## src/design/olbd_pkg.sv

```systemverilog
`default_nettype none

package olbd_pkg;

    // Reply limits.
    localparam int MAX_REPLY_BYTES = 128;
    localparam int MAX_DIGITS      = 4;

    // Field widths.
    localparam int BYTE_W  = 8;
    localparam int VALUE_W = 16;
    localparam int DIGIT_W = 3;
    localparam int MATCH_W = 4;
    localparam int INTRO_LEN = 9;

    // Character codes.
    localparam logic [BYTE_W-1:0] CHAR_BEL   = 8'h07;
    localparam logic [BYTE_W-1:0] CHAR_ESC   = 8'h1B;
    localparam logic [BYTE_W-1:0] CHAR_BSL   = 8'h5C;
    localparam logic [BYTE_W-1:0] CHAR_SLASH = 8'h2F;

    // Luminance weights, scaled by one thousand.
    localparam int COEF_W = 32;
    localparam logic [COEF_W-1:0] COEF_R    = 32'd299;
    localparam logic [COEF_W-1:0] COEF_G    = 32'd587;
    localparam logic [COEF_W-1:0] COEF_B    = 32'd114;
    localparam logic [COEF_W-1:0] COEF_FULL = 32'd1000;

    // Multiplier operand and product widths.
    localparam int MUL_A_W = 26;
    localparam int MUL_P_W = MUL_A_W + COEF_W;
    localparam int ACC_W   = 60;

    // Parser result passed to the luminance unit.
    typedef struct packed {
        logic                              done;
        logic                              ok;
        logic [2:0][VALUE_W-1:0]           value;
        logic [2:0][DIGIT_W-1:0]           digits;
    } olbd_reply_t;

    // Verdict offered by the luminance unit.
    typedef struct packed {
        logic valid;
        logic ok;
        logic light;
    } olbd_result_t;

    // Bytes of the introducer ESC ] 1 1 ; r g b :
    function automatic logic [BYTE_W-1:0] prefix_byte(input logic [MATCH_W-1:0] idx);
        logic [BYTE_W-1:0] ch;
        begin
            case (idx)
                4'd0:    ch = CHAR_ESC;
                4'd1:    ch = 8'h5D;
                4'd2:    ch = 8'h31;
                4'd3:    ch = 8'h31;
                4'd4:    ch = 8'h3B;
                4'd5:    ch = 8'h72;
                4'd6:    ch = 8'h67;
                4'd7:    ch = 8'h62;
                4'd8:    ch = 8'h3A;
                default: ch = 8'h00;
            endcase
            return ch;
        end
    endfunction

    // Hex digit decode: bit 4 marks a valid digit.
    function automatic logic [4:0] hex_decode(input logic [BYTE_W-1:0] ch);
        logic [4:0] res;
        begin
            res = 5'd0;
            if (ch >= 8'h30 && ch <= 8'h39)
            begin
                res = {1'b1, 4'(ch - 8'h30)};
            end
            else if (ch >= 8'h61 && ch <= 8'h66)
            begin
                res = {1'b1, 4'(ch - 8'h57)};
            end
            else if (ch >= 8'h41 && ch <= 8'h46)
            begin
                res = {1'b1, 4'(ch - 8'h37)};
            end
            return res;
        end
    endfunction

    // Full-scale value of a component with the given number of digits.
    function automatic logic [VALUE_W-1:0] full_scale(input logic [DIGIT_W-1:0] d);
        logic [VALUE_W-1:0] m;
        begin
            case (d)
                3'd1:    m = 16'h000F;
                3'd2:    m = 16'h00FF;
                3'd3:    m = 16'h0FFF;
                3'd4:    m = 16'hFFFF;
                default: m = 16'h0000;
            endcase
            return m;
        end
    endfunction

endpackage

`default_nettype wire

```

## src/design/olbd_parser.sv

```systemverilog
`default_nettype none

module olbd_parser
    import olbd_pkg::*;
(
    input  wire logic              clk,
    input  wire logic              rst_n,
    input  wire logic              accept,
    input  wire logic [BYTE_W-1:0] rx_byte,
    input  wire logic              end_of_reply,
    output olbd_reply_t            reply
);

    localparam logic [1:0] PH_SEARCH = 2'd0;
    localparam logic [1:0] PH_COMP   = 2'd1;
    localparam logic [1:0] PH_OK     = 2'd2;
    localparam logic [1:0] PH_FAIL   = 2'd3;

    logic [MATCH_W-1:0]          match_reg, match_next;
    logic [1:0]                  phase_reg, phase_next;
    logic [1:0]                  idx_reg, idx_next;
    logic [2:0][VALUE_W-1:0]     value_reg, value_next;
    logic [2:0][DIGIT_W-1:0]     digits_reg, digits_next;
    logic                        esc_reg, esc_next;
    logic [BYTE_W-1:0]           seen_reg, seen_next;
    logic                        done;
    logic                        ok;
    logic [4:0]                  hex;

    // Next state for one byte of the reply.
    always_comb
    begin
        match_next  = match_reg;
        phase_next  = phase_reg;
        idx_next    = idx_reg;
        value_next  = value_reg;
        digits_next = digits_reg;
        esc_next    = 1'b0;
        done        = 1'b0;
        hex         = hex_decode(rx_byte);

        case (phase_reg)
            PH_SEARCH:
            begin
                if (rx_byte == prefix_byte(match_reg))
                begin
                    match_next = match_reg + 1'b1;
                    if (match_next == MATCH_W'(INTRO_LEN))
                    begin
                        phase_next = PH_COMP;
                        idx_next   = 2'd0;
                    end
                end
                else
                begin
                    match_next = (rx_byte == CHAR_ESC) ? MATCH_W'(1) : MATCH_W'(0);
                end
            end
            PH_COMP:
            begin
                if (hex[4])
                begin
                    if (digits_reg[idx_reg] >= DIGIT_W'(MAX_DIGITS))
                    begin
                        phase_next = PH_FAIL;
                    end
                    else
                    begin
                        value_next[idx_reg]  = {value_reg[idx_reg][VALUE_W-5:0], hex[3:0]};
                        digits_next[idx_reg] = digits_reg[idx_reg] + 1'b1;
                    end
                end
                else if (digits_reg[idx_reg] == '0)
                begin
                    phase_next = PH_FAIL;
                end
                else if (idx_reg != 2'd2)
                begin
                    if (rx_byte == CHAR_SLASH)
                    begin
                        idx_next = idx_reg + 1'b1;
                    end
                    else
                    begin
                        phase_next = PH_FAIL;
                    end
                end
                else
                begin
                    phase_next = PH_OK;
                end
            end
            default:
            begin
            end
        endcase

        // End of reply detection.
        seen_next = seen_reg + 1'b1;
        if (esc_reg)
        begin
            done = (rx_byte == CHAR_BSL);
        end
        else if (rx_byte == CHAR_BEL)
        begin
            done = 1'b1;
        end
        else if (rx_byte == CHAR_ESC)
        begin
            esc_next = 1'b1;
        end
        if (seen_next >= BYTE_W'(MAX_REPLY_BYTES) || end_of_reply)
        begin
            done = 1'b1;
        end

        ok = (phase_next == PH_OK) ||
             (phase_next == PH_COMP && idx_next == 2'd2 && digits_next[2] != '0);
    end

    assign reply.done   = accept & done;
    assign reply.ok     = ok;
    assign reply.value  = value_next;
    assign reply.digits = digits_next;

    // Control state returns to idle once a reply has ended.
    always_ff @(posedge clk or negedge rst_n)
    begin
        if (!rst_n)
        begin
            match_reg  <= '0;
            phase_reg  <= PH_SEARCH;
            idx_reg    <= '0;
            value_reg  <= '0;
            digits_reg <= '0;
            esc_reg    <= 1'b0;
            seen_reg   <= '0;
        end
        else if (accept)
        begin
            if (done)
            begin
                match_reg  <= '0;
                phase_reg  <= PH_SEARCH;
                idx_reg    <= '0;
                value_reg  <= '0;
                digits_reg <= '0;
                esc_reg    <= 1'b0;
                seen_reg   <= '0;
            end
            else
            begin
                match_reg  <= match_next;
                phase_reg  <= phase_next;
                idx_reg    <= idx_next;
                value_reg  <= value_next;
                digits_reg <= digits_next;
                esc_reg    <= esc_next;
                seen_reg   <= seen_next;
            end
        end
    end

endmodule

`default_nettype wire

```

## src/design/olbd_luma.sv

```systemverilog
`default_nettype none

module olbd_luma
    import olbd_pkg::*;
(
    input  wire logic         clk,
    input  wire logic         rst_n,
    input  wire olbd_reply_t  reply,
    input  wire logic         take,
    output logic              busy,
    output olbd_result_t      result
);

    localparam logic [1:0] ST_IDLE = 2'd0;
    localparam logic [1:0] ST_CALC = 2'd1;
    localparam logic [1:0] ST_HOLD = 2'd2;

    // Sequencer steps; the product of one step is stored in the next.
    localparam logic [3:0] STEP_MGB   = 4'd0;
    localparam logic [3:0] STEP_MRB   = 4'd1;
    localparam logic [3:0] STEP_MRG   = 4'd2;
    localparam logic [3:0] STEP_KR    = 4'd3;
    localparam logic [3:0] STEP_KG    = 4'd4;
    localparam logic [3:0] STEP_KB    = 4'd5;
    localparam logic [3:0] STEP_KF    = 4'd6;
    localparam logic [3:0] STEP_SUMR  = 4'd7;
    localparam logic [3:0] STEP_SUMG  = 4'd8;
    localparam logic [3:0] STEP_SUMB  = 4'd9;
    localparam logic [3:0] STEP_FULL  = 4'd10;
    localparam logic [3:0] STEP_CMP   = 4'd11;

    logic [1:0]             state_reg;
    logic [3:0]             step_reg;
    logic                   ok_reg;
    logic                   light_reg;
    logic [VALUE_W-1:0]     r_reg, g_reg, b_reg;
    logic [VALUE_W-1:0]     mr_reg, mg_reg, mb_reg;
    logic [COEF_W-1:0]      t1_reg, t2_reg, t3_reg;
    logic [MUL_A_W-1:0]     kr_reg, kg_reg, kb_reg, kf_reg;
    logic [ACC_W-1:0]       acc_reg;
    logic [MUL_P_W-1:0]     prod_reg;
    logic [MUL_A_W-1:0]     mul_a;
    logic [COEF_W-1:0]      mul_b;
    logic [MUL_P_W-1:0]     prod_next;

    // Operand selection for the shared multiplier.
    always_comb
    begin
        case (step_reg)
            STEP_MGB:  begin mul_a = MUL_A_W'(mg_reg); mul_b = COEF_W'(mb_reg); end
            STEP_MRB:  begin mul_a = MUL_A_W'(mr_reg); mul_b = COEF_W'(mb_reg); end
            STEP_MRG:  begin mul_a = MUL_A_W'(mr_reg); mul_b = COEF_W'(mg_reg); end
            STEP_KR:   begin mul_a = MUL_A_W'(r_reg);  mul_b = COEF_R;          end
            STEP_KG:   begin mul_a = MUL_A_W'(g_reg);  mul_b = COEF_G;          end
            STEP_KB:   begin mul_a = MUL_A_W'(b_reg);  mul_b = COEF_B;          end
            STEP_KF:   begin mul_a = MUL_A_W'(mr_reg); mul_b = COEF_FULL;       end
            STEP_SUMR: begin mul_a = kr_reg;           mul_b = t1_reg;          end
            STEP_SUMG: begin mul_a = kg_reg;           mul_b = t2_reg;          end
            STEP_SUMB: begin mul_a = kb_reg;           mul_b = t3_reg;          end
            STEP_FULL: begin mul_a = kf_reg;           mul_b = t1_reg;          end
            default:   begin mul_a = '0;               mul_b = '0;              end
        endcase
        prod_next = mul_a * mul_b;
    end

    // Sequencer and result hold.
    always_ff @(posedge clk or negedge rst_n)
    begin
        if (!rst_n)
        begin
            state_reg <= ST_IDLE;
            step_reg  <= '0;
            ok_reg    <= 1'b0;
            light_reg <= 1'b0;
        end
        else
        begin
            case (state_reg)
                ST_IDLE:
                begin
                    if (reply.done)
                    begin
                        ok_reg    <= reply.ok;
                        light_reg <= 1'b0;
                        step_reg  <= STEP_MGB;
                        state_reg <= reply.ok ? ST_CALC : ST_HOLD;
                    end
                end
                ST_CALC:
                begin
                    step_reg <= step_reg + 1'b1;
                    if (step_reg == STEP_CMP)
                    begin
                        light_reg <= {acc_reg, 1'b0} >= (ACC_W + 1)'(prod_reg);
                        state_reg <= ST_HOLD;
                    end
                end
                ST_HOLD:
                begin
                    if (take)
                    begin
                        state_reg <= ST_IDLE;
                    end
                end
                default:
                begin
                    state_reg <= ST_IDLE;
                end
            endcase
        end
    end

    // Operand capture, product register and partial results.
    always_ff @(posedge clk)
    begin
        if (state_reg == ST_IDLE && reply.done)
        begin
            r_reg  <= reply.value[0];
            g_reg  <= reply.value[1];
            b_reg  <= reply.value[2];
            mr_reg <= full_scale(reply.digits[0]);
            mg_reg <= full_scale(reply.digits[1]);
            mb_reg <= full_scale(reply.digits[2]);
        end
        prod_reg <= prod_next;
        if (state_reg == ST_CALC)
        begin
            case (step_reg)
                STEP_MRB:  t1_reg  <= COEF_W'(prod_reg);
                STEP_MRG:  t2_reg  <= COEF_W'(prod_reg);
                STEP_KR:   t3_reg  <= COEF_W'(prod_reg);
                STEP_KG:   kr_reg  <= MUL_A_W'(prod_reg);
                STEP_KB:   kg_reg  <= MUL_A_W'(prod_reg);
                STEP_KF:   kb_reg  <= MUL_A_W'(prod_reg);
                STEP_SUMR: kf_reg  <= MUL_A_W'(prod_reg);
                STEP_SUMG: acc_reg <= ACC_W'(prod_reg);
                STEP_SUMB: acc_reg <= acc_reg + ACC_W'(prod_reg);
                STEP_FULL: acc_reg <= acc_reg + ACC_W'(prod_reg);
                default:
                begin
                end
            endcase
        end
    end

    assign busy         = (state_reg != ST_IDLE);
    assign result.valid = (state_reg == ST_HOLD);
    assign result.ok    = ok_reg;
    assign result.light = light_reg;

endmodule

`default_nettype wire

```

## src/design/osc11_reply_light_background_detect.sv

```systemverilog
// Terminal background colour reply detector.
// The input channel (in_valid, in_ready, rx_byte, end_of_reply) takes one reply
// byte per transfer. A reply ends on BEL, on ESC followed by a backslash, when
// the byte limit is reached, or on a byte sent with end_of_reply set.
// For each reply the output channel (out_valid, out_ready, parse_ok, bg_light)
// gives one verdict: whether an rgb background reply was parsed and whether its
// luminance is at least one half.
// Bytes that do not end a reply may follow back to back while the luminance unit is idle.
// A reply-ending byte starts the luminance test on a single shared multiplier:
// eleven products and a final compare; out_valid rises once the verdict has
// moved into the output register, and in_ready stays low from the transfer of
// the ending byte until then. A malformed reply skips the arithmetic.
// If the receiver stalls, the verdict waits in the output register; a following
// verdict then waits in the luminance unit and input transfers pause.
// Reset clears the parser, the sequencer and the output valid flag.
`default_nettype none

module osc11_reply_light_background_detect
    import olbd_pkg::*;
(
    input  wire logic              clk,
    input  wire logic              rst_n,
    input  wire logic              in_valid,
    output logic                   in_ready,
    input  wire logic [BYTE_W-1:0] rx_byte,
    input  wire logic              end_of_reply,
    output logic                   out_valid,
    input  wire logic              out_ready,
    output logic                   parse_ok,
    output logic                   bg_light
);

    olbd_reply_t  reply;
    olbd_result_t result;
    logic         luma_busy;
    logic         take;
    logic         out_valid_reg;
    logic         parse_ok_reg;
    logic         bg_light_reg;

    assign in_ready = !luma_busy;
    assign take     = result.valid && (!out_valid_reg || out_ready);

    olbd_parser u_parser (
        .clk          (clk),
        .rst_n        (rst_n),
        .accept       (in_valid && in_ready),
        .rx_byte      (rx_byte),
        .end_of_reply (end_of_reply),
        .reply        (reply)
    );

    olbd_luma u_luma (
        .clk    (clk),
        .rst_n  (rst_n),
        .reply  (reply),
        .take   (take),
        .busy   (luma_busy),
        .result (result)
    );

    // Output register: holds the verdict until the receiver takes it.
    always_ff @(posedge clk or negedge rst_n)
    begin
        if (!rst_n)
        begin
            out_valid_reg <= 1'b0;
        end
        else if (take)
        begin
            out_valid_reg <= 1'b1;
        end
        else if (out_ready)
        begin
            out_valid_reg <= 1'b0;
        end
    end

    always_ff @(posedge clk)
    begin
        if (take)
        begin
            parse_ok_reg <= result.ok;
            bg_light_reg <= result.ok & result.light;
        end
    end

    assign out_valid = out_valid_reg;
    assign parse_ok  = parse_ok_reg;
    assign bg_light  = bg_light_reg;

endmodule

`default_nettype wire

```

## config.mk

```make
export PLATFORM = sky130hd
export DESIGN_NAME = osc11_reply_light_background_detect
export DESIGN_NICKNAME = d
export VERILOG_FILES = /design/src/design/olbd_pkg.sv /design/src/design/olbd_parser.sv /design/src/design/olbd_luma.sv /design/src/design/osc11_reply_light_background_detect.sv
export SDC_FILE = /design/constraint.sdc
export NUM_CORES = 2
export LEC_CHECK = 0
export BUFFER_PORTS_ARGS = -buffer_cell sky130_fd_sc_hd__buf_2
export CORE_MARGIN = 1.5
export CORE_UTILIZATION = 65
export DETAILED_ROUTE_END_ITERATION = 10
export PLACE_DENSITY = 0.81
export SLEW_MARGIN = 20
export SYNTH_ARGS = -nofsm -noshare
export SYNTH_HDL_FRONTEND = slang
export SYNTH_HIERARCHICAL = 1
export SYNTH_SLANG_ARGS = --single-unit
```

## constraint.sdc

```tcl
create_clock -name clk -period 12 [get_ports clk]
set_clock_uncertainty 0.2 [all_clocks]
set_input_delay 0 -clock clk [delete_from_list [all_inputs] [get_ports clk]]
set_output_delay 0 -clock clk [all_outputs]
set_load 0.02 [all_outputs]
```

Word level (Yosys, flattened, before mapping). Memory sizes are Yosys's and may differ from the RTL's. Index checks and enable logic that the tools add are counted. Widths: inputs -> output; s select.

Register bits after elaboration: 499. Memory bits (read-only): 112. Word-level logic and storage cells: 206. Memories: 1.

Memories: (name not given) (depth 16, bits a word 7, rd ports 1, clocked after memory_dff 0, write ports 0, line olbd_pkg.sv:53) `case (idx)`.

Add/sub/neg operators: 9. $mul: 1. $lt $le $gt $ge: 11. Equal/unequal tests: 39. Muxes and demuxes: 69. Bitwise logic cells: 2. Reduce and logical (&&, ||, !) cells: 41.

Operators with widths (count): $pmux 32 s9 (1); $pmux 26 s9 (1); $mux 48 (4); $pmux 16 s4 (3); $pmux 60 s2 (1); $ge 61x58->1 (1); $add 60x58->60 (1); $mul 26x32->58 (1); $bwmux 48 (1); $mux 2 (19); $mux 9 (4); $bmux 16 s2 (1); $demux 16 s2 (1); $reduce_and 2->1 (11); $eq 4x4->1 const B (5); $eq 3x2->1 const B (6); $eq 4x3->1 const B (4); $ge 8x7->1 const B (2); $le 8x7->1 const B (2); $mux 16 (1); $mux 4 (4); $mux 8 (2); $mux 5 (3); $mux 1 (12); 46 further kinds (81).

Depth between registers and ports, before layout.
Depth after elaboration: 14. Depth in mapped cells: 38. Gate-level depth less buffers: 32.

Cells and area by module. The synthesis kept the hierarchy.

By module, submodules not included: olbd_luma (instances 1, cells each 4733, area each 45185.8 um2); olbd_parser (instances 1, cells each 586, area each 4813.4 um2); osc11_reply_light_background_detect (instances 1, cells each 9, area each 127.6 um2).

Worst setup path after synthesis. Ideal clock, no wire load.

Kind: flip-flop to flip-flop. Start point: reg u_luma.step_reg[0]. End point: reg u_luma.prod_reg[56]. Setup time: 0.072 ns. Arrival: 8.232 ns. Data required time: 11.728 ns. Slack: 3.496 ns. Cell stages (with the launch flop): 37. Buffers on the path: 6. Clock period less this slack: 8.504 ns. Path through: dfrtp_1 > ha_1 > and2_1 > buf_2 > or2_1 > buf_2 > buf_6 > buf_6 > a222oi_1 > and2_1 > buf_4 > nor2_1 > fa_1 > inv_1 > fa_1 > inv_1 > fa_1 > inv_1 > fa_1 > inv_1 > fa_1 > fa_1 > inv_1 > fa_1 > inv_1 > ha_1 > buf_2 > a21oi_1 > o21ai_0 > a21oi_1 > o21ai_1 > o41ai_4 > o41ai_4 > a31oi_4 > nor4_2 > a211oi_2 > xnor2_1.

Word-level cells in the longest chain between the ends: 4.

Ends and longest elaborated chain: start: declaration (line olbd_luma.sv:33) `logic [3:0] step_reg;`; start signal: assignment (line olbd_luma.sv:91) `step_reg <= step_reg + 1'b1;`; $eq 4x1->1 (tied with other cells) (line olbd_luma.sv:49) `case (step_reg)`; $reduce_or 3->1 (no line) or $reduce_or 2->1 (tied branches); $pmux 26 s9 or $pmux 32 s9 (tied branches) (line olbd_luma.sv:49); $mul 26x32->58 * (line olbd_luma.sv:63) `prod_next = mul_a * mul_b;`; via u_luma.prod_next[56] (line olbd_luma.sv:44) `logic [MUL_P_W-1:0] prod_next;`; end signal: assignment (line olbd_luma.sv:125) `prod_reg <= prod_next;`; end: declaration (line olbd_luma.sv:41) `logic [MUL_P_W-1:0] prod_reg;`.

The timed path passes the listed nets; every way through them passes the cells marked *. A chain may end at the register's enable or synchronous reset.

Worst setup path after layout.
Start point: reg u_luma.step_reg[3]. End point: reg u_luma.prod_reg[40].

The elaborated chain is that of the path after synthesis.

==> out/metrics.yaml <==
synth:
  synth_fp_nets: 6391
  synthFlopType: "edfxtp_1"
  synth_cell_types: 105
  netlist_top_cells_count: "inv_1 (956), fa_1 (719), nand2_1 (675)"
  synth_area_per_cell_um2: 9.41
  synth_most_common_cell: "inv_1"
  synth_compound_area_share_pct: 11.7
  synthMuxAreaShare_pct: 0.504
  synth-simple-area-share_pct: 13.4
  yosysSeqAreaShare_pct: 25.7
  synth_largest_area_cell: "fa_1"
  synth_area_leaders: "fa_1 (29%), edfxtp_1 (19%), ha_1 (8.3%)"
  ys_ff_latch: 463
  async_flop_share_pct: 17.9
  syn-cell-area_um2: 50100
  yosysWarnings: 6
  synth_xor_area_share_pct: 2.01
  synth_edf_count: 322
  synth_top_area_share_pct: 28.7
  synth_cells: 5328
  synth_top_family_by_area: "adder cells"
  synthAdderAreaFrac_pct: 37.0
timing:
  setup_viol_count_final: 0
  period_share_pct: 88.6
  min_period_ps: 10640
  hold_viol: 0
  slew_headroom_pct: 13.8
  grt_setup_unrepaired: "no"
  fmax_ghz: 0.0940
  max_slew.worst_pin.slew_ps: 1290
  setup-tns-final_ps: 0
  slew_violations: 0
detailed_routing:
  drt_wl_total_um: 150000
  drtIter0Drc: 4771
  via_per_inst: 6.27
  routedWlPerCell_um: 23.8
  firstDrtPassIters: 6
  vias: 39569
  drc: 0
  antenna_left: 0
floorplanning:
  die_w_um: 281
  die_h_um: 281
  initial_core_util_pct: 65.9
  die_area_um2: 78800
  num_io_pins: 17
  coreArea_um2: 76100
  row_count: 101
setup_path:
  critPathArrivalTime_ps: 10920
  crit_top_cell: "fa_1"
  cp_num_cells: 30
  cp-start-kind: "flop"
  crit_slowest_cell: "nand4b_1"
  cp.required_ps: 12290
  cp-end-kind: "flop"
  critPathBufInv: 8
  crit_fanout: 16
  crit_type: "reg2reg"
  rr_worst_depth: 30
  cp_slowest_stage_delay_ps: 890
  path_delay_family: "adder cells"
grt:
  antenna_found_initial: 1
  grt_usage_pct: 39.4
  grt_overflow: 0
  grt_pass1_wl_um: 233000
  grt_max_degree: 82
  grt_pass1_vias: 40242
clock_tree:
  htree_levels: 2
  cts_root_buf: "clkbuf_16"
  numCtsBuffers: 48
  clk_latency_ps: 630
  cts_tree: "built"
  clk_pin_slew_ps: 60
  clock_sinks: 463
  clock_tree.buffer_depth: 3
  cts_setup_buffers: 0
status:
  status: "completed"
finish:
  drive_above_1_share_pct: 5.10
  final_core_util_pct: 69.7
  area_growth_syn_to_layout_pct: 5.71
  register_area_um2: 12900
  final_net_count: 6299
  largest_reg_flops: 60
  multiInputGateArea_um2: 32500
  fillers: 5703
flow_run:
  max_cap_violations: 0
min_path:
  worstHoldPathCells: 5
  hp-class: "in2reg"
pwr:
  p_seq_share_pct: 14.3
  leakage_nw: 24.9
  p_clk_share_pct: 10.0
  p_int_w: 0.00731
  combPwrFrac_pct: 75.7
  power_switching_w: 0.00864
  ir_drop_mv: 0.732
  switching_share_pct: 54.2
  power.density_nw_per_um2: 301
placement:
  hpwl_um: 111000
  gp_congestion: 1.00
  io_buffers: 16
area by class of cell:
type                            count  share of cell area (%)
Timing Repair Buffer              131                    1.89
Inverter                          957                    6.78
Tap cell                         1030                    2.43
Clock buffer                       58                    2.38
Multi-Input combinational cell   3635                    61.4
Clock inverter                     31                   0.765
Antenna cell                        3                  0.0142
Sequential cell                   463                    24.4
metrics by stage:
| stage | setup slack (ps) | instances | instance area, um2 | power (W) | hold WS (ps) |
|---|---|---|---|---|---|
| 6_report | 1360 | 6308 | 53000 | 0.0159 | 138 |
| 5_1_grt | 1070 | 6305 | 53000 | 0.0171 | 210 |
| 3_5_place_dp | 1700 | 6194 | 51100 | 0.0138 | -282 |
| 3_3_place_gp | 1880 | 6193 | 51100 | 0.0139 | -282 |
| 2_1_floorplan | 3500 | 5328 | 50100 | 0.0105 | -496 |
| 4_1_cts | 1660 | 6305 | 53000 | 0.0156 | 97.0 |
cell families (layout without fill, tap and decap cells):
| group | count (synthesis) | in the layout |
|---|---|---|
| AND/OR/NAND/NOR | 1579 | 1579 |
| buffers and inverters | 1230 | 1177 |
| adder cells (fa/ha/maj) | 1050 | 1050 |
| AO/OA/AOI/OAI | 866 | 866 |
| flip-flops | 463 | 463 |
| XOR/XNOR | 115 | 115 |
| multiplexers | 25 | 25 |
| other | 0 | 3 |
final timing paths:
kind                                              from                     end  slack (ps)
worst max-delay path                u_luma/step_reg[3]     u_luma/prod_reg[40]        1360
worst min-delay path                      end_of_reply   u_parser/match_reg[3]         140
worst max register to register      u_luma/step_reg[3]     u_luma/prod_reg[40]        1360
worst min register to register  u_parser/value_reg[12]  u_parser/value_reg[12]         300
max in group asynchronous                        rst_n  u_parser/value_reg[45]       10590
min in group asynchronous                        rst_n   u_parser/match_reg[1]         360
cells in the final DEF, fill, tap and decap left out, drive strengths merged, types with 12 or more instances in the layout:
master / n
nor2b: 22
a22o: 31
ha: 331
xnor2: 64
nor4: 19
nand3: 46
a22oi: 56
nor3: 21
and2: 48
nand2b: 24
mux2i: 23
o31ai: 25
buf: 110
and3: 25
a221oi: 12
nand4: 54
inv: 958
clkbuf: 58
dlygate4sd3: 21
a32o: 14
o211ai: 13
a21oi: 256
clkinv: 21
xor2: 51
dfxtp: 58
a31oi: 13
edfxtp: 322
o21a: 16
o21ai: 192
a211oi: 13
nand2: 676
dfrtp: 83
o21bai: 16
nor2: 603
fa: 719
a222oi: 15
a21o: 104
worst register-to-register path: cells and delay by family, from the launching register on:
kind / cells / cell delay [ps]
AND/OR/NAND/NOR: 4 / 1900
XOR/XNOR: 1 / 170
AO/OA/AOI/OAI: 9 / 2450
flip-flops: 1 / 500
adder cells (fa/ha/maj): 8 / 3930
buffers and inverters: 8 / 1300
timing repair:
| action | in CTS | in global routing |
|---|---|---|
| endpoints found under the hold margin | 133 | 0 |
| hold buffers | 22 | 0 |
| resized for setup | 0 | 0 |
power groups by stage:
stage	clock network [W]	logic, W	registers [W]
floorplan	0	0.00826	0.00222
global placement	0	0.0116	0.00229
detailed placement	0	0.0115	0.00229
CTS	0.00161	0.0117	0.00226
global route	0.00167	0.0131	0.00228
finish	0.00160	0.0121	0.00228
per-layer routing:
layer | GRT usage [%] | up-vias | share of wire [%]
met3 | 11.8 | 567 | 14
met4 | 19.3 | 2 | 5.8
met2 | 59.2 | 2694 | 44
met1 | 52.5 | 19390 | 37
met5 | 0 | - | 0.0073
li1 | - | 16916 | -
(Power assumes the default switching activity.)
